===== src/sv/us_pkg.sv =====
`timescale 1ns / 1ps
// ----------------------------------------------------------------------------
// us_pkg
// shared types and constants of the utf8 sanitizer
// ----------------------------------------------------------------------------
package us_pkg;

  localparam logic [7:0] ReplByte0 = 8'hEF;
  localparam logic [7:0] ReplByte1 = 8'hBF;
  localparam logic [7:0] ReplByte2 = 8'hBD;

  localparam logic [2:0] SeqNone = 3'd0;
  localparam logic [2:0] SeqLen2 = 3'd2;
  localparam logic [2:0] SeqLen3 = 3'd3;
  localparam logic [2:0] SeqLen4 = 3'd4;

  localparam logic [1:0] ReplLastPhase = 2'd2;

  // one accepted word turns into repl_cnt replacements followed by lit_cnt literals
  typedef struct packed {
    logic [2:0]      repl_cnt;
    logic [2:0]      lit_cnt;
    logic [3:0][7:0] lit;
    logic            fin;
  } plan_t;

  function automatic logic [7:0] repl_byte(input logic [1:0] phase);
    logic [7:0] b;
    unique case (phase)
      2'd0:    b = ReplByte0;
      2'd1:    b = ReplByte1;
      default: b = ReplByte2;
    endcase
    return b;
  endfunction

endpackage


===== src/sv/us_decode.sv =====
`timescale 1ns / 1ps
// ----------------------------------------------------------------------------
// us_decode
// sequence tracking and validation; turns each input word into an output plan
// ----------------------------------------------------------------------------
module us_decode (
  input  logic          clk_i,
  input  logic          rst_ni,
  input  logic          accept_i,
  input  logic [7:0]    in_byte_i,
  input  logic          is_final_i,
  output us_pkg::plan_t plan_o
);

  logic [2:0][7:0] held_q, held_d;
  logic [1:0]      cnt_q, cnt_d;
  logic [2:0]      len_q, len_d;

  logic [20:0] cp;
  logic        cp_ok;
  logic        is_cont;
  logic        seq_open;
  logic        complete;

  assign is_cont  = (in_byte_i[7:6] == 2'b10);
  assign seq_open = (len_q != us_pkg::SeqNone);
  assign complete = ({1'b0, cnt_q} + 3'd1) >= len_q;

  always_comb begin
    unique case (len_q)
      us_pkg::SeqLen2: begin
        cp    = {10'd0, held_q[0][4:0], in_byte_i[5:0]};
        cp_ok = (cp >= 21'h80);
      end
      us_pkg::SeqLen3: begin
        cp    = {5'd0, held_q[0][3:0], held_q[1][5:0], in_byte_i[5:0]};
        cp_ok = (cp >= 21'h800) && !((cp >= 21'hD800) && (cp <= 21'hDFFF));
      end
      default: begin
        cp    = {held_q[0][2:0], held_q[1][5:0], held_q[2][5:0], in_byte_i[5:0]};
        cp_ok = (cp >= 21'h10000) && (cp <= 21'h10FFFF);
      end
    endcase
  end

  always_comb begin
    held_d          = held_q;
    cnt_d           = cnt_q;
    len_d           = len_q;
    plan_o.repl_cnt = 3'd0;
    plan_o.lit_cnt  = 3'd0;
    plan_o.lit      = '0;
    plan_o.fin      = is_final_i;

    if (seq_open && is_cont) begin
      if (complete) begin
        if (cp_ok) begin
          plan_o.lit[0]     = held_q[0];
          plan_o.lit[1]     = held_q[1];
          plan_o.lit[2]     = held_q[2];
          plan_o.lit[cnt_q] = in_byte_i;
          plan_o.lit_cnt    = {1'b0, cnt_q} + 3'd1;
        end else begin
          plan_o.repl_cnt = {1'b0, cnt_q} + 3'd1;
        end
        cnt_d = 2'd0;
        len_d = us_pkg::SeqNone;
      end else if (cnt_q != 2'd3) begin
        held_d[cnt_q] = in_byte_i;
        cnt_d         = cnt_q + 2'd1;
      end
    end else begin
      if (seq_open) begin
        plan_o.repl_cnt = {1'b0, cnt_q};
        cnt_d           = 2'd0;
        len_d           = us_pkg::SeqNone;
      end
      priority if (!in_byte_i[7]) begin
        plan_o.lit[0]  = in_byte_i;
        plan_o.lit_cnt = 3'd1;
      end else if (in_byte_i[7:5] == 3'b110) begin
        held_d[0] = in_byte_i;
        cnt_d     = 2'd1;
        len_d     = us_pkg::SeqLen2;
      end else if (in_byte_i[7:4] == 4'b1110) begin
        held_d[0] = in_byte_i;
        cnt_d     = 2'd1;
        len_d     = us_pkg::SeqLen3;
      end else if (in_byte_i[7:3] == 5'b11110) begin
        held_d[0] = in_byte_i;
        cnt_d     = 2'd1;
        len_d     = us_pkg::SeqLen4;
      end else begin
        plan_o.repl_cnt = plan_o.repl_cnt + 3'd1;
      end
    end

    // unfinished sequence at end of text
    if (is_final_i && (len_d != us_pkg::SeqNone)) begin
      plan_o.repl_cnt = plan_o.repl_cnt + {1'b0, cnt_d};
      cnt_d           = 2'd0;
      len_d           = us_pkg::SeqNone;
    end
  end

  always_ff @(posedge clk_i or negedge rst_ni) begin
    if (!rst_ni) begin
      cnt_q <= 2'd0;
      len_q <= us_pkg::SeqNone;
    end else if (accept_i) begin
      cnt_q <= cnt_d;
      len_q <= len_d;
    end
  end

  always_ff @(posedge clk_i) begin
    if (accept_i) begin
      held_q <= held_d;
    end
  end

endmodule


===== src/sv/us_emit.sv =====
`timescale 1ns / 1ps
// ----------------------------------------------------------------------------
// us_emit
// result register; plays out one plan as replacement and literal words
// ----------------------------------------------------------------------------
module us_emit (
  input  logic          clk_i,
  input  logic          rst_ni,
  input  logic          load_i,
  input  us_pkg::plan_t plan_i,
  output logic          free_o,
  output logic          out_valid_o,
  input  logic          out_ready_i,
  output logic [7:0]    out_byte_o,
  output logic          run_last_o,
  output logic          text_last_o
);

  logic            busy_q;
  logic [2:0]      rep_q;
  logic [1:0]      ph_q;
  logic [2:0]      litn_q;
  logic [3:0][7:0] lit_q;
  logic            fin_q;
  logic            last;
  logic            take;

  assign last = ((rep_q == 3'd0) && (litn_q == 3'd1)) ||
                ((rep_q == 3'd1) && (ph_q == us_pkg::ReplLastPhase) && (litn_q == 3'd0));
  assign take = busy_q && out_ready_i;

  assign free_o      = !busy_q || (take && last);
  assign out_valid_o = busy_q;
  assign out_byte_o  = (rep_q != 3'd0) ? us_pkg::repl_byte(ph_q) : lit_q[0];
  assign run_last_o  = last;
  assign text_last_o = last && fin_q;

  always_ff @(posedge clk_i or negedge rst_ni) begin
    if (!rst_ni) begin
      busy_q <= 1'b0;
      rep_q  <= 3'd0;
      ph_q   <= 2'd0;
      litn_q <= 3'd0;
    end else if (load_i) begin
      busy_q <= 1'b1;
      rep_q  <= plan_i.repl_cnt;
      ph_q   <= 2'd0;
      litn_q <= plan_i.lit_cnt;
    end else if (take) begin
      if (last) begin
        busy_q <= 1'b0;
      end
      if (rep_q != 3'd0) begin
        if (ph_q == us_pkg::ReplLastPhase) begin
          ph_q  <= 2'd0;
          rep_q <= rep_q - 3'd1;
        end else begin
          ph_q <= ph_q + 2'd1;
        end
      end else begin
        litn_q <= litn_q - 3'd1;
      end
    end
  end

  always_ff @(posedge clk_i) begin
    if (load_i) begin
      lit_q <= plan_i.lit;
      fin_q <= plan_i.fin;
    end else if (take && (rep_q == 3'd0)) begin
      lit_q <= {8'd0, lit_q[3:1]};
    end
  end

endmodule


===== src/sv/utf8_sanitizer.sv =====
`timescale 1ns / 1ps
// ----------------------------------------------------------------------------
// utf8_sanitizer
// streaming utf-8 scrubber with EF BF BD replacement
// ----------------------------------------------------------------------------
// input channel: in_valid_i/in_ready_o carry one text byte and is_final_i
// per word. output channel: out_valid_o/out_ready_i carry one sanitized byte
// per word, run_last_o on the last byte caused by an input word and
// text_last_o on the last byte of the text.
// an input word is decoded in the cycle it is accepted and its bytes appear
// from the result register in the next cycle.
// throughput: one input word per cycle while each produces at most one byte
// and out_ready_i is high. words with n bytes (up to 12: four replacements)
// occupy the result register, and input stalls until its last byte is taken;
// bytes of an open multi-byte sequence produce nothing until it completes.
// in_ready_o is high when the result register is empty or its last byte is
// being taken this cycle.
// reset clears the open sequence and empties the result register.
// a stalled receiver holds the current byte and backpressures the input.
// ----------------------------------------------------------------------------
module utf8_sanitizer (
  input  logic       clk_i,
  input  logic       rst_ni,
  input  logic       in_valid_i,
  output logic       in_ready_o,
  input  logic [7:0] in_byte_i,
  input  logic       is_final_i,
  output logic       out_valid_o,
  input  logic       out_ready_i,
  output logic [7:0] out_byte_o,
  output logic       run_last_o,
  output logic       text_last_o
);

  us_pkg::plan_t plan;
  logic          accept;
  logic          load;
  logic          free;

  assign in_ready_o = free;
  assign accept     = in_valid_i && free;
  assign load       = accept && ((plan.repl_cnt != 3'd0) || (plan.lit_cnt != 3'd0));

  us_decode u_decode (
    .clk_i      (clk_i),
    .rst_ni     (rst_ni),
    .accept_i   (accept),
    .in_byte_i  (in_byte_i),
    .is_final_i (is_final_i),
    .plan_o     (plan)
  );

  us_emit u_emit (
    .clk_i       (clk_i),
    .rst_ni      (rst_ni),
    .load_i      (load),
    .plan_i      (plan),
    .free_o      (free),
    .out_valid_o (out_valid_o),
    .out_ready_i (out_ready_i),
    .out_byte_o  (out_byte_o),
    .run_last_o  (run_last_o),
    .text_last_o (text_last_o)
  );

endmodule

===== config.mk =====
export PLATFORM = sky130hd
export DESIGN_NAME = utf8_sanitizer
export DESIGN_NICKNAME = d
export VERILOG_FILES = /design/src/sv/us_pkg.sv /design/src/sv/us_decode.sv /design/src/sv/us_emit.sv /design/src/sv/utf8_sanitizer.sv
export SDC_FILE = /design/constraint.sdc
export NUM_CORES = 1
export LEC_CHECK = 0
export ABC_AREA = 1
export BUFFER_PORTS_ARGS = -buffer_cell sky130_fd_sc_hd__clkbuf_2
export CAP_MARGIN = 10
export CORE_MARGIN = 2
export CORE_UTILIZATION = 50
export CTS_CLUSTER_DIAMETER = 150
export DETAILED_ROUTE_END_ITERATION = 8
export PLACE_DENSITY_LB_ADDON = 0.3
export SETUP_SLACK_MARGIN = 0.4
export SLEW_MARGIN = 20
export SYNTH_ARGS = -nofsm -noshare
export SYNTH_HDL_FRONTEND = slang
export SYNTH_HIERARCHICAL = 1
export SYNTH_SLANG_ARGS = --single-unit

===== constraint.sdc =====
create_clock -name clk_i -period 6.93 [get_ports clk_i]
set_clock_uncertainty 0.2 [all_clocks]
set_input_delay 0.693 -clock clk_i [delete_from_list [all_inputs] [get_ports clk_i]]
set_output_delay 0.693 -clock clk_i [all_outputs]
set_load 0.01 [all_outputs]

==> flow_summary.ini <==
[worst_setup_path]
crit_path_top_delay_cell = fa_1
worstSetupEndpointType = register
crit_path_cell_trace = inv_1 -> ha_1 -> ha_1 -> nand3_1 -> nand3_1 -> nand2_1 -> inv_1 -> nand4_1 -> a21oi_1 -> ha_1 -> inv_1 -> fa_1 -> nand3b_1 -> nand2_1 -> nor2_1 -> nand3_1 -> nand2_1 -> inv_1 -> inv_4 -> o21ai_4 -> buf_16
cp_common_cell = inv_1
arrival_ns = 4.27
cp-start-kind = register
path_max_fanout = 35
crit_path_max_incr_delay_ns = 0.47
crit_required_ns = 6.83
worst-setup-path-type = register to register

[cts]
holdBufCountCts = 0
clock_sinks = 71
root_buffer = clkbuf_8
postCtsSetupBuffers = 0
clk_pin_slew_ns = 0.08
h-tree-depth = 3
clk_path_buf_depth = 2
postCtsResizedCells = 0
cts_tree = yes
cts_buffers = 9
worstSkewPairLatency_ns = 0.35

[synth]
netlist_area_sq_mm = 0.00427
syn_avg_cell_area_sq_um = 8.18
ys_types = 41
yosys_warnings = 6
synthCells = 522
ys_ff_latch = 71
synth_nets = 551
seq_area_frac_synth_pct = 48.3

[final_layout]
design_area_sq_mm = 0.00465
syn_to_final_growth_pct = 8.82
fin_cells = 652
final_common_cell = nand2_1
drive_gt1_share_pct = 14.3
antenna-diode-count = 0
final_cell_mix = 187 x nand2_1, 60 x inv_1, 57 x edfxtp_1
finalNetCount = 571

[place]
dpl-instance-area_sq_mm = 0.00443
portBuffers = 24
place_hpwl_mm = 6.50
gp_congestion = 0.921
dp_cells = 635

[global_route]
grt_max_degree = 44
overflow = 0
met2_usage_pct = 31.8
grt_pass1_vias = 3032
grt_use_met3_pct = 4.19
gr-usage-met1_pct = 30.1
antenna_found_initial = 0
grt_busiest_layer = met2
grt_pass1_wl_mm = 14.7
grt.total_usage_pct = 21.1

[floorplan]
num_rows = 33
die_area_sq_mm = 0.00930
core_sq_mm = 0.00826
die_h_microns = 96.4
io_pins = 25
die-width_microns = 96.4
initial_core_util_pct = 51.7

[power]
power-per-cell-area_mw_per_mm2 = 376
p_int_w = 0.00103
finalPower_w = 0.00175
combPwrFrac_pct = 42.9
p_clk_share_pct = 18.6
swShare_pct = 41.2
p_sw_w = 0.000720
power_frac_seq_pct = 38.4
leakagePower_nw = 2.24
peakVddDrop_mv = 0.139

[route]
drt-vias-per-instance = 5.10
drcViolationCount = 0
drt_iter0_drc = 183
ant_nets = 0
routed_wl_mm = 8.90
detailroute.via_count = 3327
wl_per_cell_microns = 13.7
dr.pass1.iters = 5

[timing]
clock.fmax_ghz = 0.229
min_period_ns = 4.37
slew_headroom_pct = 52.6
finalCritPeriodShare_pct = 63.0
finalSetupViolations = 0
finalSetupTns_ns = 0
slew_violations = 0
rsz0062_at_grt = no
worst_pin_slew_ns = 0.709
hold_viol = 0

[flow_run]
maxCapViolations = 0

[min_path]
hold_path.class = input pin to async pin

[status]
status = finished, final reports clean
-- flip-flops by register name (all words and copies together), names as in the netlist --
| signal | count |
|---|---|
| u_emit/litn_q | 3 |
| u_decode/held_q | 24 |
| u_emit/lit_q | 32 |
| u_emit/fin_q | 1 |
| u_emit/rep_q | 3 |
| u_decode/len_q | 3 |
| u_decode/cnt_q | 2 |
| u_emit/ph_q | 2 |
| u_emit/out_valid_o | 1 |
-- layout make-up --
class	instances	area, sq um
Clock inverter	6	61.3
Multi-Input combinational cell	361	1820
Tap cell	105	131
Clock buffer	10	128
Sequential cell	71	2060
Inverter	72	283
Timing Repair Buffer	27	163
Fill cell	778	3610
-- logic make-up after synthesis --
group,Yosys count,synth area share [%]
other,1,0.0878
buffers and inverters,90,9.26
flip-flops,71,48.3
XOR/XNOR,1,0.205
adder cells (fa/ha/maj),16,4.86
AO/OA/AOI/OAI,68,8.61
AND/OR/NAND/NOR,275,28.7
-- layer usage --
layer / vias up / wire length [microns]
met5: - / 0
met4: 0 / 140
met3: 19 / 563
met2: 110 / 3990
met1: 1487 / 4210
li1: 1711 / -
-- path summary, 6_finish.rpt --
kind	from	cells after the start	to	slack, ns
min in group clk_i	u_emit/lit_q[14]$_DFFE_PP_	2	u_emit/lit_q[6]$_DFFE_PP_	0.31
worst max-delay path	u_decode/cnt_q[0]$_DFFE_PN0P_	21	u_emit/lit_q[27]$_SDFFCE_PN0P_	2.56
worst min register to register	u_emit/lit_q[14]$_DFFE_PP_	2	u_emit/lit_q[6]$_DFFE_PP_	0.31
worst min-delay path	rst_ni	1	u_decode/cnt_q[0]$_DFFE_PN0P_	0.04
worst max register to register	u_decode/cnt_q[0]$_DFFE_PN0P_	21	u_emit/lit_q[27]$_SDFFCE_PN0P_	2.56
max in group asynchronous	rst_ni	1	u_emit/litn_q[2]$_DFFE_PN0P_	6.21
-- critical path, delay by kind of cell (launching register included) --
kind                     cells  cell delay (ns)
flip-flops                   1             0.44
AO/OA/AOI/OAI                2             0.42
AND/OR/NAND/NOR              9             0.97
adder cells (fa/ha/maj)      4             1.27
buffers and inverters        6             0.82
-- through the flow --
step                hold slack [ns]  utilization, %  setup WS, ns
floorplan                     0.197               -          3.05
global placement              0.292            53.7          2.63
detailed placement            0.298            53.7          2.48
CTS                          0.0489            56.0          2.47
global route                 0.0567            56.3          2.20
finish                       0.0433            56.3          2.56
-- synthesized netlist by cell type --
cell / count / share of area [%]
inv_1: 60 / 5.3
dfrtp_1: 14 / 8.2
nand4_1: 4 / 0.59
inv_6: 1 / 0.21
clkinv_1: 1 / 0.088
nor2_8: 2 / 0.94
inv_2: 8 / 0.70
nor2_1: 33 / 2.9
ha_1: 15 / 4.4
or2_2: 6 / 0.88
nor3_1: 3 / 0.35
nand3b_1: 3 / 0.53
xor2_1: 1 / 0.21
nand3_1: 20 / 2.3
clkbuf_8: 2 / 0.64
nand2_2: 2 / 0.29
nor2_2: 3 / 0.44
edfxtp_1: 57 / 40
o21ai_0: 38 / 4.5
nand3_4: 1 / 0.41
o22ai_1: 3 / 0.44
clkinv_4: 1 / 0.21
o21ai_4: 1 / 0.38
o21ai_2: 1 / 0.21
nand3_2: 2 / 0.47
fa_1: 1 / 0.47
buf_4: 5 / 0.88
nor2_4: 1 / 0.26
o22a_1: 1 / 0.21
nand2_4: 6 / 1.6
o21ai_1: 6 / 0.70
inv_4: 1 / 0.15
a21boi_0: 1 / 0.18
o31ai_1: 1 / 0.18
buf_2: 5 / 0.59
clkbuf_1: 6 / 0.53
or2_1: 1 / 0.15
conb_1: 1 / 0.088
nand2_1: 187 / 16
a21oi_1: 16 / 1.9
nor4_1: 1 / 0.15
-- power groups by stage --
stage	Combinational, W	Clock, W	Sequential [W]
finish	0.000750	0.000326	0.000671
global route	0.000858	0.000352	0.000683
CTS	0.000733	0.000335	0.000675
detailed placement	0.000730	0	0.000683
global placement	0.000709	0	0.000678
floorplan	0.000571	0	0.000668
Power figures use the tool's default switching activity.
